`config.mk`:
```
export PLATFORM = sky130hd
export DESIGN_NAME = morse_code_keyer
export DESIGN_NICKNAME = d
export VERILOG_FILES = /design/src/hw/rtl/mck_pkg.sv /design/src/hw/rtl/mck_front.sv /design/src/hw/rtl/mck_queue.sv /design/src/hw/rtl/mck_back.sv /design/src/hw/rtl/morse_code_keyer.sv
export SDC_FILE = /design/constraint.sdc
export NUM_CORES = 1
export LEC_CHECK = 0
export ABC_AREA = 1
export BUFFER_PORTS_ARGS = -buffer_cell sky130_fd_sc_hd__buf_4
export CAP_MARGIN = 20
export CORE_MARGIN = 4
export CORE_UTILIZATION = 44
export CTS_CLUSTER_SIZE = 30
export DETAILED_ROUTE_END_ITERATION = 8
export GPL_ROUTABILITY_DRIVEN = 0
export MAX_ROUTING_LAYER = met4
export PLACE_DENSITY = 0.72
export RECOVER_POWER = 50
export SYNTH_ARGS = -nofsm -noshare
export SYNTH_HDL_FRONTEND = slang
export SYNTH_SLANG_ARGS = --single-unit
```
`constraint.sdc`:
```
create_clock -name clk -period 5.25 [get_ports clk]
set_clock_uncertainty 0.05 [all_clocks]
set_input_delay 0.7875 -clock clk [delete_from_list [all_inputs] [get_ports clk]]
set_output_delay 0.7875 -clock clk [all_outputs]
set_load 0.005 [all_outputs]
```
`src/hw/rtl/mck_pkg.sv`:
```
// Shared types, constants and the letter table for the Morse keyer.
// Used by mck_front, mck_queue, mck_back and morse_code_keyer.
package mck_pkg;

  localparam int unsigned TimeWidth    = 16;
  localparam int unsigned CodeWidth    = 8;
  localparam int unsigned CfgIdxWidth  = 3;
  localparam int unsigned QueueDepthDefault = 2;

  localparam logic [TimeWidth-1:0] DotTimeReset     = 16'd200;
  localparam logic [TimeWidth-1:0] DashTimeReset    = 16'd600;
  localparam logic [TimeWidth-1:0] ElemGapTimeReset = 16'd200;
  localparam logic [TimeWidth-1:0] LetterGapReset   = 16'd600;
  localparam logic [TimeWidth-1:0] WordGapReset     = 16'd1400;

  localparam logic [CodeWidth-1:0] CharLowerA = 8'h61;
  localparam logic [CodeWidth-1:0] CharLowerZ = 8'h7a;
  localparam logic [CodeWidth-1:0] CharUpperA = 8'h41;
  localparam logic [CodeWidth-1:0] CharUpperZ = 8'h5a;
  localparam logic [CodeWidth-1:0] CharSpace  = 8'h20;

  typedef enum logic [CfgIdxWidth-1:0] {
    REG_DOT_TIME      = 3'd0,
    REG_DASH_TIME     = 3'd1,
    REG_ELEM_GAP_TIME = 3'd2,
    REG_LETTER_GAP    = 3'd3,
    REG_WORD_GAP      = 3'd4
  } cfg_reg_t;

  typedef enum logic [1:0] {
    KIND_LETTER = 2'd0,
    KIND_SPACE  = 2'd1,
    KIND_BAD    = 2'd2
  } char_kind_t;

  typedef struct packed {
    logic [1:0] last_idx;
    logic [3:0] dashes;
  } morse_shape_t;

  typedef struct packed {
    char_kind_t   kind;
    morse_shape_t shape;
  } char_desc_t;

  typedef struct packed {
    logic [TimeWidth-1:0] dot_time;
    logic [TimeWidth-1:0] dash_time;
    logic [TimeWidth-1:0] element_gap_time;
    logic [TimeWidth-1:0] letter_gap_time;
    logic [TimeWidth-1:0] word_gap_time;
  } timing_t;

  // bit i of dashes is set when element i is a dash
  function automatic morse_shape_t morse_lookup(input logic [4:0] letter);
    morse_shape_t s;
    case (letter)
      5'd0:    s = '{2'd1, 4'b0010};
      5'd1:    s = '{2'd3, 4'b0001};
      5'd2:    s = '{2'd3, 4'b0101};
      5'd3:    s = '{2'd2, 4'b0001};
      5'd4:    s = '{2'd0, 4'b0000};
      5'd5:    s = '{2'd3, 4'b0100};
      5'd6:    s = '{2'd2, 4'b0011};
      5'd7:    s = '{2'd3, 4'b0000};
      5'd8:    s = '{2'd1, 4'b0000};
      5'd9:    s = '{2'd3, 4'b1110};
      5'd10:   s = '{2'd2, 4'b0101};
      5'd11:   s = '{2'd3, 4'b0010};
      5'd12:   s = '{2'd1, 4'b0011};
      5'd13:   s = '{2'd1, 4'b0001};
      5'd14:   s = '{2'd2, 4'b0111};
      5'd15:   s = '{2'd3, 4'b0110};
      5'd16:   s = '{2'd3, 4'b1011};
      5'd17:   s = '{2'd2, 4'b0010};
      5'd18:   s = '{2'd2, 4'b0000};
      5'd19:   s = '{2'd0, 4'b0001};
      5'd20:   s = '{2'd2, 4'b0100};
      5'd21:   s = '{2'd3, 4'b1000};
      5'd22:   s = '{2'd2, 4'b0110};
      5'd23:   s = '{2'd3, 4'b1001};
      5'd24:   s = '{2'd3, 4'b1101};
      5'd25:   s = '{2'd3, 4'b0011};
      default: s = '{2'd0, 4'b0000};
    endcase
    return s;
  endfunction

endpackage

```
`src/hw/rtl/mck_front.sv`:
```
// Front end of the Morse keyer: classifies a character code into a descriptor.
// Depends on mck_pkg for the character constants and the letter table.
module mck_front import mck_pkg::*; (
  input  logic [CodeWidth-1:0] char_code,
  output char_desc_t           desc
);

  logic [CodeWidth-1:0] lower_off;
  logic [CodeWidth-1:0] upper_off;

  assign lower_off = char_code - CharLowerA;
  assign upper_off = char_code - CharUpperA;

  always_comb begin
    desc.kind  = KIND_BAD;
    desc.shape = '{2'd0, 4'b0000};
    if (char_code inside {[CharLowerA:CharLowerZ]}) begin
      desc.kind  = KIND_LETTER;
      desc.shape = morse_lookup(lower_off[4:0]);
    end else if (char_code inside {[CharUpperA:CharUpperZ]}) begin
      desc.kind  = KIND_LETTER;
      desc.shape = morse_lookup(upper_off[4:0]);
    end else if (char_code == CharSpace) begin
      desc.kind = KIND_SPACE;
    end
  end

endmodule

```
`src/hw/rtl/mck_queue.sv`:
```
// Small descriptor queue between the front end and the segment sequencer.
// Depends on mck_pkg for the descriptor type.
module mck_queue import mck_pkg::*; #(
  parameter int unsigned QUEUE_DEPTH = QueueDepthDefault
) (
  input  logic       clk,
  input  logic       rst,
  input  logic       push,
  input  char_desc_t push_data,
  output logic       full,
  input  logic       pop,
  output char_desc_t pop_data,
  output logic       empty
);

  localparam int unsigned PtrWidth = (QUEUE_DEPTH > 1) ? $clog2(QUEUE_DEPTH) : 1;
  localparam int unsigned CntWidth = $clog2(QUEUE_DEPTH + 1);
  localparam logic [PtrWidth-1:0] LastPtr = PtrWidth'(QUEUE_DEPTH - 1);
  localparam logic [CntWidth-1:0] DepthCnt = CntWidth'(QUEUE_DEPTH);

  char_desc_t           mem [QUEUE_DEPTH];
  logic [PtrWidth-1:0]  wr_ptr;
  logic [PtrWidth-1:0]  rd_ptr;
  logic [CntWidth-1:0]  count;
  logic                 do_push;
  logic                 do_pop;

  assign full     = (count == DepthCnt);
  assign empty    = (count == '0);
  assign do_push  = push && !full;
  assign do_pop   = pop && !empty;
  assign pop_data = mem[rd_ptr];

  always_ff @(posedge clk) begin
    if (do_push) begin
      mem[wr_ptr] <= push_data;
    end
  end

  always_ff @(posedge clk) begin
    if (rst) begin
      wr_ptr <= '0;
      rd_ptr <= '0;
      count  <= '0;
    end else begin
      if (do_push) begin
        wr_ptr <= (wr_ptr == LastPtr) ? '0 : wr_ptr + 1'b1;
      end
      if (do_pop) begin
        rd_ptr <= (rd_ptr == LastPtr) ? '0 : rd_ptr + 1'b1;
      end
      if (do_push && !do_pop) begin
        count <= count + 1'b1;
      end else if (do_pop && !do_push) begin
        count <= count - 1'b1;
      end
    end
  end

endmodule

```
`src/hw/rtl/mck_back.sv`:
```
// Segment sequencer of the Morse keyer: expands descriptors into key segments
// and holds the oldest result in an output register. Depends on mck_pkg.
module mck_back import mck_pkg::*; (
  input  logic                 clk,
  input  logic                 rst,
  input  timing_t              timing,
  input  char_desc_t           desc,
  input  logic                 desc_empty,
  output logic                 desc_pop,
  output logic                 empty,
  input  logic                 pop,
  output logic                 key_level,
  output logic [TimeWidth-1:0] segment_time,
  output logic                 bad_char,
  output logic                 last_segment
);

  typedef enum logic [1:0] {
    S_IDLE,
    S_ON,
    S_GAP,
    S_TAIL
  } seq_state_t;

  seq_state_t   state;
  morse_shape_t shape;
  logic [1:0]   idx;
  logic         out_valid;
  logic         out_free;

  assign empty    = !out_valid;
  assign out_free = !out_valid || pop;
  assign desc_pop = (state == S_IDLE) && out_free && !desc_empty;

  always_ff @(posedge clk) begin
    if (rst) begin
      state     <= S_IDLE;
      out_valid <= 1'b0;
      idx       <= '0;
    end else if (out_free) begin
      out_valid <= 1'b0;
      case (state)
        S_IDLE: begin
          if (!desc_empty) begin
            out_valid <= 1'b1;
            shape     <= desc.shape;
            idx       <= '0;
            case (desc.kind)
              KIND_LETTER: begin
                key_level    <= 1'b1;
                segment_time <= desc.shape.dashes[0] ? timing.dash_time : timing.dot_time;
                bad_char     <= 1'b0;
                last_segment <= 1'b0;
                state        <= S_GAP;
              end
              KIND_SPACE: begin
                key_level    <= 1'b0;
                segment_time <= timing.word_gap_time;
                bad_char     <= 1'b0;
                last_segment <= 1'b1;
              end
              default: begin
                key_level    <= 1'b0;
                segment_time <= '0;
                bad_char     <= 1'b1;
                last_segment <= 1'b1;
              end
            endcase
          end
        end
        S_ON: begin
          out_valid    <= 1'b1;
          key_level    <= 1'b1;
          segment_time <= shape.dashes[idx] ? timing.dash_time : timing.dot_time;
          bad_char     <= 1'b0;
          last_segment <= 1'b0;
          state        <= S_GAP;
        end
        S_GAP: begin
          out_valid    <= 1'b1;
          key_level    <= 1'b0;
          segment_time <= timing.element_gap_time;
          bad_char     <= 1'b0;
          last_segment <= 1'b0;
          if (idx == shape.last_idx) begin
            state <= S_TAIL;
          end else begin
            idx   <= idx + 1'b1;
            state <= S_ON;
          end
        end
        S_TAIL: begin
          out_valid    <= 1'b1;
          key_level    <= 1'b0;
          segment_time <= timing.letter_gap_time;
          bad_char     <= 1'b0;
          last_segment <= 1'b1;
          state        <= S_IDLE;
        end
        default: begin
          state <= S_IDLE;
        end
      endcase
    end
  end

`ifndef SYNTHESIS
  a_pop_only_idle: assert property (@(posedge clk) disable iff (rst)
    desc_pop |-> state == S_IDLE)
    else $error("descriptor taken while a character is still expanding");

  a_bad_is_zero: assert property (@(posedge clk) disable iff (rst)
    out_valid && bad_char |-> segment_time == '0 && last_segment && !key_level)
    else $error("error result carries a duration or key level");

  a_on_not_last: assert property (@(posedge clk) disable iff (rst)
    out_valid && key_level |-> !last_segment && !bad_char)
    else $error("key-on segment marked as final");

  a_idx_bound: assert property (@(posedge clk) disable iff (rst)
    state != S_IDLE |-> idx <= shape.last_idx)
    else $error("element index beyond letter length");

  a_expand_after_letter: assert property (@(posedge clk) disable iff (rst)
    desc_pop && desc.kind == KIND_LETTER |=> state == S_GAP && out_valid && key_level)
    else $error("letter did not start with a key-on segment");
`endif

endmodule

```
`src/hw/rtl/morse_code_keyer.sv`:
```
// Morse keyer top level: configuration registers, front end, descriptor queue
// and segment sequencer. Depends on mck_pkg, mck_front, mck_queue, mck_back.
//
// Push one ASCII code per transaction; each comes back as a run of key
// segments (level, duration) on the result side, popped one per transaction.
// A letter of n elements gives 2n+1 segments, one per clock while pop is
// held; a space or an unsupported code gives one. The sequencer's single
// output register sets that pace, and a QUEUE_DEPTH-entry descriptor queue
// lets the input side keep taking characters while segments wait. The user
// must write timing registers through cfg_wr_en/cfg_index/cfg_data only while
// no transaction is pending; the block itself does not enforce this.
module morse_code_keyer import mck_pkg::*; #(
  parameter int unsigned QUEUE_DEPTH = QueueDepthDefault
) (
  input  logic                   clk,
  input  logic                   rst,
  input  logic                   cfg_wr_en,
  input  logic [CfgIdxWidth-1:0] cfg_index,
  input  logic [TimeWidth-1:0]   cfg_data,
  input  logic                   push,
  output logic                   full,
  input  logic [CodeWidth-1:0]   char_code,
  output logic                   empty,
  input  logic                   pop,
  output logic                   key_level,
  output logic [TimeWidth-1:0]   segment_time,
  output logic                   bad_char,
  output logic                   last_segment
);

  timing_t    timing;
  char_desc_t front_desc;
  char_desc_t queue_desc;
  logic       queue_empty;
  logic       queue_pop;

  always_ff @(posedge clk) begin
    if (rst) begin
      timing.dot_time         <= DotTimeReset;
      timing.dash_time        <= DashTimeReset;
      timing.element_gap_time <= ElemGapTimeReset;
      timing.letter_gap_time  <= LetterGapReset;
      timing.word_gap_time    <= WordGapReset;
    end else if (cfg_wr_en) begin
      case (cfg_index)
        REG_DOT_TIME:      timing.dot_time         <= cfg_data;
        REG_DASH_TIME:     timing.dash_time        <= cfg_data;
        REG_ELEM_GAP_TIME: timing.element_gap_time <= cfg_data;
        REG_LETTER_GAP:    timing.letter_gap_time  <= cfg_data;
        REG_WORD_GAP:      timing.word_gap_time    <= cfg_data;
        default: ;
      endcase
    end
  end

  mck_front u_front (
    .char_code (char_code),
    .desc      (front_desc)
  );

  mck_queue #(
    .QUEUE_DEPTH (QUEUE_DEPTH)
  ) u_queue (
    .clk       (clk),
    .rst       (rst),
    .push      (push),
    .push_data (front_desc),
    .full      (full),
    .pop       (queue_pop),
    .pop_data  (queue_desc),
    .empty     (queue_empty)
  );

  mck_back u_back (
    .clk          (clk),
    .rst          (rst),
    .timing       (timing),
    .desc         (queue_desc),
    .desc_empty   (queue_empty),
    .desc_pop     (queue_pop),
    .empty        (empty),
    .pop          (pop),
    .key_level    (key_level),
    .segment_time (segment_time),
    .bad_char     (bad_char),
    .last_segment (last_segment)
  );

endmodule
```
# Word-level counts from Yosys, hierarchy flattened
# Memory sizes are Yosys's and may differ from the RTL's. A register that Yosys moved wholly into a read port is not among the register bits.
# Cells that the tools add are included.
[totals] regBits=114 latchBits=0 ramBits=16 romBits=384 input_bits=32 output_inout_bits=21 word_cells=118 mem_count=3
[memory_table] memory="(no name shown)" depth=32 width=6 rd=1 rd_clocked_by_memory_dff=0 wr=0 line_no="mck_pkg.sv:57" source="case (letter)"
[memory_table] memory="(no name shown)" depth=32 width=6 rd=1 rd_clocked_by_memory_dff=0 wr=0 line_no="mck_pkg.sv:57"
[memory_table] memory="u_queue.mem" depth=2 width=8 rd=1 rd_clocked_by_memory_dff=1 wr=1 line_no="mck_queue.sv:21" source="char_desc_t mem [QUEUE_DEPTH];"
[classes] add_sub_neg=7 multipliers=0 div_mod_pow=0 magnitude_cmp=5 n_eq_ne=14 n_shift=0 mux=37 bitwise=2 reduce_logical=33
[ops] cell="16-bit one-hot mux with 4 select lines" count=1
[ops] cell="16-bit 2-to-1 mux" count=3
[ops] cell="16-bit one-hot mux with 2 select lines" count=1
[ops] cell="2-bit 2-to-1 mux" count=9
[ops] cell="8-bit by 7-bit greater-or-equal comparator with 1-bit output (second input constant)" count=2
[ops] cell="8-bit by 7-bit <= comparator with 1-bit output (second input constant)" count=2
[ops] cell="1-bit 2-to-1 mux" count=14
[ops] cell="2-bit AND reduction" count=5
[ops] cell="5-bit by 1-bit subtractor with 5-bit output (second input constant)" count=2
[ops] cell="8-bit by 6-bit == test with 1-bit output (second input constant)" count=1
[ops] cell="1-bit logical AND" count=8
[ops] cell="8-bit 2-to-1 mux" count=1
[ops] cell="2-bit one-hot mux with 4 select lines" count=1
[ops] cell="4-bit AND reduction" count=2
[ops] cell="2-bit == test (second input constant)" count=3
[ops] cell="3-bit by 2-bit == test with 1-bit output (second input constant)" count=2
[ops] cell="2-bit zero test" count=3
[ops] cell="6-bit 2-to-1 mux" count=1
[ops] cell="2-bit inequality test (second input constant)" count=3
[ops] cell="1-bit one-hot mux with 3 select lines" count=2
[ops] cell="3-bit AND reduction" count=2
[ops] cell="2-bit OR reduction" count=3
[ops] cell="1-bit zero test" count=5
[ops] cell="2-bit by 1-bit adder with 2-bit output (second input constant)" count=2
[ops] cell="15 further kinds" count=20

# Longest topological paths before layout
# Gate-level depths: netlist of the first run.
[logic_depth] word_depth=8 ltp_mapped=11 ltp_nobuf=11

# By module
# From an unflattened synthesis of the first run, not the netlist that was laid out.
[unflattened] cells_unflattened=959 hier_area_um2=6912.9
[modules_own_cells] module="morse_code_keyer" instances=1 cells_per_inst=445 area_per_inst_um2=3164.3 seq_area_each_um2=1601.5
[modules_own_cells] module="mck_back" instances=1 cells_per_inst=330 area_per_inst_um2=2324.7 seq_area_each_um2=850.8
[modules_own_cells] module="mck_queue" instances=1 cells_per_inst=62 area_per_inst_um2=828.3 seq_area_each_um2=580.6
[modules_own_cells] module="mck_front" instances=1 cells_per_inst=122 area_per_inst_um2=595.6 seq_area_each_um2=0.0

# Worst setup path after synthesis of the first run
# No wires, ideal clock.
[synth_timing] path_type="input-to-reg" start="input pop" end="register u_back.bad_char (enable)" setup_time_ns=0.395 arrival_time_ns=1.849 required_ns=4.805 setup_slack_ns=2.956 path_stages=4 n_path_buf=0 cell_sequence="nor2_1 > inv_1 > nand2_1 > nor2_1"
[synth_between] elab_chain_len=2
[synth_rtl] item="start, declared" line_no="morse_code_keyer.sv:24" source="input logic pop,"
[synth_rtl] item="1-bit logical OR" line_no="mck_back.sv:32" source="assign out_free = !out_valid || pop;"
[synth_rtl] item="3-bit AND reduction (no source line)"
[synth_rtl] item="end signal, assigned" line_no="mck_back.sv:52" source="bad_char <= 1'b0;"
[synth_rtl] item="end signal, assigned" line_no="mck_back.sv:59" source="bad_char <= 1'b0;"
[synth_rtl] item="end signal, assigned" line_no="mck_back.sv:65" source="bad_char <= 1'b1;"
[synth_rtl] item="end, declared" line_no="mck_back.sv:14" source="output logic bad_char,"
# Every way passes these cells.
# A chain may end at the register's enable or synchronous reset.

==> results by group, run 1 <==
Outcome
  – Status: finished, violations left
  – Violated checks: max-capacitance violations, max-slew violations

Route
  – DRC Markers: 0
  – Iter 0 DRT Violations: 437
  – Via density: 5.17
  – TritonRoute pass-1 iters: 7
  – Vias: 5479
  – Total routed wirelength: 15500 um
  – Routed Antenna Nets: 0
  – Routed WL per cell: 14.6 um

Worst setup path
  – Critical path required time: 5.44 ns
  – CP delay by family, top: simple AND/OR/NAND/NOR gates
  – Largest stage delay, worst path: 1.20 ns
  – Crit-path cells: clkinvlp_2 > nand2_4 > nand2_1 > nor2_1 > nand3_1 > nand2_1 > nand2_1 > nand3b_1
  – Critical path peak fanout: 17
  – Critical-path top delay cell: nor2_1
  – Crit Path Category: reg2reg
  – Most used cell, CP: nand2_1
  – Crit path DAT: 3.41 ns
  – Startpoint Class: flip-flop
  – Worst Setup End Kind: flip-flop
  – Buf/Inv on CP: 1

Timing
  – Fin crit share: 61.2%
  – RSZ-0062 raised after global routing: no
  – Slew margin rel.: -7.85%
  – Least-Margin Pin Slew: 1.61 ns
  – Max Freq: 311 MHz
  – Setup TNS: 0 ns
  – Fin crit period: 3.21 ns
  – Final setup viols: 0
  – Count of pins over their slew limit: 38
  – Final Hold Viols: 0

Layout
  – Layout Nets: 908
  – Share of cells above drive strength 1: 11.7%
  – Post-Layout Cell Count: 1060
  – Area growth, synth to finish: 15.3%
  – Fin area: 0.00729 mm2
  – Number of fill cells in the layout: 1364
  – Antenna Cells: 0

Power
  – Switch Pwr: 0.00112 W
  – Pwr/cell area: 463 mW/mm2
  – Peak VDD IR: 0.234 mV
  – Combinational power share: 27.2%
  – Int Pwr: 0.00225 W
  – Post-layout power: 0.00337 W
  – Sw Share: 33.3%
  – Seq pwr share: 38.8%
  – Leak: 3.16 nW
  – Part of the power in the clock network: 34.0%

Synthesis
  – Synth Area per Inst: 7.65 um2
  – Synth warn: 0
  – Library cells used by synthesis: 34
  – Sequential area share after synthesis: 47.9%
  – Synth Cell Area: 0.00633 mm2
  – Synth Register Bits: 131
  – Gate Count Post-Synth: 827
  – Syn Nets: 868

CTS
  – CTS tree: yes
  – CTS clk-pin slew, worst paths: 0.06 ns
  – CTS root buf: clkbuf_16
  – Worst-skew pair later-pin latency: 0.42 ns
  – H-Tree Depth: 4
  – Post-cts sizing count: 0
  – Hold buffers post-CTS: 0
  – Post-CTS setup buffer count: 0
  – CTS Buffer Depth: 2
  – CTS sink count: 131
  – Num CTS Buffers: 17

Placed design
  – I/O Buffers: 52
  – Dpl hpwl: 9840 um
  – # placed instances: 1027
  – DP Area: 0.00677 mm2

Floorplan
  – Die area: 0.0164 mm2
  – Die height: 128 um
  – Num rows: 43
  – Die width: 128 um
  – Boundary Pins: 53
  – Core ar.: 0.0140 mm2
  – Starting Density: 45.2%

GRT
  – Overall Global Routing Usage: 20.0%
  – Initial antenna violation count: 0
  – Remaining Overflow, GRT: 0
  – Vias in the first global route: 4984
  – Largest net degree at the start of global routing: 75
  – First-pass GRT wire length: 25300 um

Worst hold path
  – HP Class: reg2reg

Run
  – Max Cap Viol: 2
[cell usage after synthesis]
| library cell | n | area share (%) |
|---|---|---|
| o21ai_0 | 76 | 6.0 |
| nand3b_1 | 17 | 2.0 |
| a21oi_4 | 1 | 0.26 |
| a21boi_1 | 1 | 0.12 |
| nor2_1 | 72 | 4.3 |
| ha_1 | 9 | 1.8 |
| xnor2_1 | 1 | 0.14 |
| o211ai_2 | 2 | 0.40 |
| nor4_2 | 1 | 0.20 |
| buf_6 | 4 | 0.71 |
| nand2_1 | 243 | 14 |
| inv_2 | 5 | 0.30 |
| nand4_1 | 1 | 0.099 |
| and2_1 | 1 | 0.099 |
| a21oi_1 | 52 | 4.1 |
| dfxtp_1 | 90 | 28 |
| buf_2 | 9 | 0.71 |
| nand3_1 | 55 | 4.4 |
| clkinv_1 | 1 | 0.059 |
| nor2_4 | 1 | 0.18 |
| buf_4 | 6 | 0.71 |
| inv_6 | 1 | 0.14 |
| o211ai_1 | 23 | 2.7 |
| nand2_4 | 5 | 0.89 |
| clkbuf_1 | 15 | 0.89 |
| nand2_2 | 6 | 0.59 |
| nor2b_1 | 1 | 0.099 |
| nor2_2 | 4 | 0.40 |
| edfxtp_1 | 41 | 19 |
| o21ai_1 | 6 | 0.47 |
| nand3_2 | 1 | 0.16 |
| buf_1 | 1 | 0.059 |
| inv_1 | 74 | 4.4 |
| nor2_8 | 1 | 0.32 |
[placed cells by master (no fill, tap or decap), types with 2 or more instances in the layout]
cell / synthesis / layout
clkbuf_4: 0 / 20
o21ai_0: 76 / 76
a21oi_1: 52 / 52
nand3b_1: 17 / 17
clkbuf_1: 15 / 5
inv_6: 1 / 2
o211ai_1: 23 / 24
clkbuf_16: 0 / 18
edfxtp_1: 41 / 41
clkinvlp_4: 0 / 2
nand3_1: 55 / 56
clkinv_4: 0 / 2
buf_4: 6 / 32
ha_1: 9 / 9
nand2_4: 5 / 3
nor2_2: 4 / 3
inv_1: 74 / 74
nor2_1: 72 / 75
clkbuf_8: 0 / 2
clkinv_2: 0 / 2
dfxtp_1: 90 / 90
o21ai_1: 6 / 6
nand2_2: 6 / 6
inv_2: 5 / 5
nand2_1: 243 / 245
[flip-flops by register name, summed over array words and instances (netlist names), 2 cells and up, named ones only]
| signal | count |
|---|---|
| u_back.segment_time | 16 |
| u_queue.count | 2 |
| u_back.shape | 6 |
| u_back.idx | 2 |
| timing | 80 |
| u_back.state | 2 |
| u_queue.mem | 16 |
[per-stage QoR]
stage / utilization, % / hold slack [ns] / setup slack (ns)
after global placement: 48.4 / 0.384 / 2.62
after floorplan: - / 0.375 / 2.96
after global routing: 52.1 / 0.425 / 1.86
after detailed placement: 48.4 / 0.391 / 2.61
after CTS: 52.6 / 0.399 / 2.85
final: 52.1 / 0.400 / 2.04
[path summary, 6_finish.rpt]
| path | startpoint | end | cells past startpoint | slack [ns] |
|---|---|---|---|---|
| worst max-delay path | flip-flop | u_back.segment_time[2]$_DFFE_PP_ | 8 | 2.04 |
| worst min-delay path | timing[23]$_SDFFE_PP0P_ | timing[23]$_SDFFE_PP0P_ | 2 | 0.40 |
| worst max register to register | flip-flop | u_back.segment_time[2]$_DFFE_PP_ | 8 | 2.04 |
| worst min register to register | timing[23]$_SDFFE_PP0P_ | timing[23]$_SDFFE_PP0P_ | 2 | 0.40 |
[power by group through the flow]
stage	Clock (W)	Sequential, W	Combinational (W)
2_1_floorplan	0	0.00131	0.000674
3_3_place_gp	0	0.00133	0.000935
3_5_place_dp	0	0.00134	0.000948
4_1_cts	0.00116	0.00132	0.000954
5_1_grt	0.00121	0.00133	0.00103
6_report	0.00115	0.00131	0.000917
[cell type report]
| class | count | area, um2 | share of cell area [%] |
|---|---|---|---|
| well taps | 180 | 225 | 3.09 |
| clock inverters | 10 | 96.3 | 1.32 |
| repair buffers | 56 | 417 | 5.71 |
| inverters | 81 | 305 | 4.19 |
| flip-flops and latches | 131 | 3030 | 41.6 |
| multi-input cells | 580 | 2730 | 37.5 |
| clock buffers | 22 | 485 | 6.66 |
[per-layer routing]
metal	vias up	GRT usage, %	part of all wire [%]	routed length (um)
met1	2478	27.2	47	7210
met5	-	-	0	0
li1	2787	-	-	-
met4	0	5.99	1.4	210
met3	25	3.38	7.1	1110
met2	189	30.7	45	6980
[worst min-delay path, stage by stage (launching register included)]
cell and delay [ns]:
dfxtp_1 0.30, inv_1 0.05, a21oi_1 0.05
[cells by family after synthesis]
kind of cell	share of synthesized area, %
simple gates	28.1
compound gates	14.1
flops	47.9
buf+inv	7.97
fa+ha+maj	1.78
xor+xnor	0.138
(Power assumes the default switching activity.)
==> inputs of run 2 (changes only) <==
Clock period 5.25 ns to 3.1 ns, I/O delays scaled along.
==> run 2 against run 1 <==
  * The flow now finishes without violations
  * Cell count rose by 0.66%
  * Utilization rose by 0.56 points
  * Power rose by 69%
  * First-iteration DRC count rose by 14%
  * Sequential cell count did not move
  * Count of clock-buffer cells in the layout did not move
  * Sequential power rose by 69%
  * Critical path type unchanged
  * Critical endpoint unchanged
==> results by group, run 2 (synthesis gave the netlist of run 1 again) <==
GRT
  – Remaining Overflow, GRT: 0 (unchanged)
  – Initial antenna violation count: 0 (unchanged)
  – Largest net degree at the start of global routing: 43 (was 75)
  – Grt met2 use: 28.7% (was 30.7%)
  – GRT met1 Usage: 27.4% (was 27.2%)
  – First-pass GRT wire length: 24900 um (was 25300 um)
  – Overall Global Routing Usage: 19.5% (was 20.0%)
  – Vias in the first global route: 4945 (was 4984)
  – Most used routing layer: met2 (unchanged)
  – Met3 usage: 3.54% (was 3.38%)

CTS
  – CTS root buf: clkbuf_16 (unchanged)
  – Hold buffers post-CTS: 0 (unchanged)
  – CTS clk-pin slew, worst paths: 0.05 ns (was 0.06 ns)
  – Post-cts sizing count: 0 (unchanged)
  – Worst-skew pair later-pin latency: 0.41 ns (was 0.42 ns)
  – CTS tree: yes (unchanged)
  – CTS sink count: 131 (unchanged)
  – H-Tree Depth: 4 (unchanged)
  – Post-CTS setup buffer count: 0 (unchanged)
  – Num CTS Buffers: 17 (unchanged)
  – CTS Buffer Depth: 2 (unchanged)

Route
  – Via density: 5.13 (was 5.17)
  – Vias: 5469 (was 5479)
  – Routed Antenna Nets: 0 (unchanged)
  – DRC Markers: 0 (unchanged)
  – Routed WL per cell: 14.4 um (was 14.6 um)
  – Iter 0 DRT Violations: 496 (was 437)
  – TritonRoute pass-1 iters: 6 (was 7)
  – Total routed wirelength: 15300 um (was 15500 um)

Worst setup path
  – Startpoint Class: flip-flop (unchanged)
  – Reg2Reg Setup Slack: 0.65 ns (was 2.04 ns)
  – RR Endpoint: u_back.segment_time[2]$_DFFE_PP_ (unchanged)
  – Crit path DAT: 2.51 ns (was 3.41 ns)
  – Critical path peak fanout: 19 (was 17)
  – Worst r2r path cells: 9 (was 8)
  – Worst Setup End Kind: flip-flop (unchanged)
  – Crit Path Category: reg2reg (unchanged)
  – Critical path required time: 3.16 ns (was 5.44 ns)

Worst hold path
  – Hold path endpoint: u_back.idx[1]$_SDFFE_PP0P_ (was timing[23]$_SDFFE_PP0P_)
  – Hold Crit Start: rst (was timing[23]$_SDFFE_PP0P_)
  – HP Class: in2reg (was reg2reg)
  – Hold depth: 2 (unchanged)

Layout
  – Fin area: 0.00737 mm2 (was 0.00729 mm2)
  – Area growth, synth to finish: 16.5% (was 15.3%)
  – Reg with most FFs: timing (unchanged)
  – Regs by FF count: timing (80), u_back.segment_time (16), u_queue.mem (16) (unchanged)
  – Antenna Cells: 0 (unchanged)
  – Share of cells above drive strength 1: 12.6% (was 11.7%)
  – Commonest non-fill, non-tap cell in the layout: nand2_1 (unchanged)
  – Area of the multi-input gates: 0.00278 mm2 (was 0.00273 mm2)
  – Layout Nets: 915 (was 908)
  – Register area: 0.00303 mm2 (unchanged)
  – Commonest non-fill, non-tap cells in the layout: nand2_1, dfxtp_1, o21ai_0 (unchanged)
  – Number of fill cells in the layout: 1380 (was 1364)
  – Max FFs per register: 80 (unchanged)

Timing
  – Fin crit period: 2.45 ns (was 3.21 ns)
  – Worst hold slack: 0.218 ns (was 0.400 ns)
  – Fin crit share: 79.0% (was 61.2%)
  – Final setup viols: 0 (unchanged)
  – Final Hold Viols: 0 (unchanged)
  – RSZ-0062 raised after global routing: no (unchanged)
  – Setup TNS: 0 ns (unchanged)
  – Count of pins over their slew limit: 0 (was 38)
  – Max Freq: 408 MHz (was 311 MHz)
  – Least-Margin Pin Slew: 1.23 ns (was 1.61 ns)
  – Slew margin rel.: 17.7% (was -7.85%)

Placed design
  – Dpl hpwl: 9990 um (was 9840 um)
  – DP Area: 0.00683 mm2 (was 0.00677 mm2)
  – I/O Buffers: 52 (unchanged)

Run
  – Max Cap Viol: 0 (was 2)

Power
  – Peak VDD IR: 0.398 mV (was 0.234 mV)
  – Post-layout power: 0.00569 W (was 0.00337 W)
  – Pwr/cell area: 772 mW/mm2 (was 463 mW/mm2)
  – Leak: 3.19 nW (was 3.16 nW)

Floorplan
  – Die height: 128 um (unchanged)
  – Num rows: 43 (unchanged)
  – Core ar.: 0.0140 mm2 (unchanged)
  – Die width: 128 um (unchanged)
  – Die area: 0.0164 mm2 (unchanged)
  – Boundary Pins: 53 (unchanged)
  – Starting Density: 45.2% (unchanged)

Outcome
  – Status: complete, no violations (was finished, violations left)
==> run 2: stage by stage <==
stage / setup slack [ns] / util [%] / cells
2_1_floorplan: 1.13 / - / 827
3_3_place_gp: 0.966 / 48.8 / 1035
3_5_place_dp: 0.907 / 48.8 / 1035
4_1_cts: 1.04 / 53.0 / 1067
5_1_grt: 0.454 / 52.7 / 1067
6_report: 0.651 / 52.7 / 1067
==> run 2: worst max-delay path, stage by stage, from the launching register on <==
cell	delay [ns]
dfxtp_1	0.51
clkinvlp_2	0.42
nand2_1	0.23
nand2_4	0.19
inv_2	0.33
nand2_1	0.08
nand3_1	0.08
nand2_1	0.05
nand2_1	0.05
nand3b_1	0.17
==> run 2: layout make-up <==
class / count / area share, %
clock inverter: 10 / 0.984
inverter: 81 / 4.14
clock buffer: 22 / 6.87
sequential: 131 / 41.1
timing repair buffer: 63 / 6.11
tap: 180 / 3.05
multi-input combinational: 580 / 37.7
==> run 2: where the power goes <==
group | internal (W) | total (W) | switching, W
sequential | 0.00209 | 0.00221 | 0.000120
combinational | 0.000532 | 0.00157 | 0.00104
clock | 0.00116 | 0.00190 | 0.000740
total | 0.00379 | 0.00569 | 0.00190
==> run 2: how the worst max path moves through the flow <==
stage	startpoint	endpoint	slack (ns)	cells past startpoint
after detailed placement	char_code[0]	u_queue.mem[0][4]$_DFFE_PP_	0.91	12
final	flip-flop	u_back.segment_time[2]$_DFFE_PP_	0.65	9
after floorplan	pop	u_back.bad_char$_SDFFCE_PP0P_	1.13	4
after global routing	flip-flop	u_back.segment_time[0]$_DFFE_PP_	0.45	9
after CTS	u_back.idx[0]$_SDFFE_PP0P_	u_back.segment_time[3]$_DFFE_PP_	1.04	8
after global placement	char_code[0]	u_queue.mem[0][4]$_DFFE_PP_	0.97	12
==> run 2: routing by layer <==
metal  up-vias  share of wire, %
met5         -                 0
met4         0               1.5
met3        20               6.4
met2       177                45
met1      2469                47
li1       2803                 -
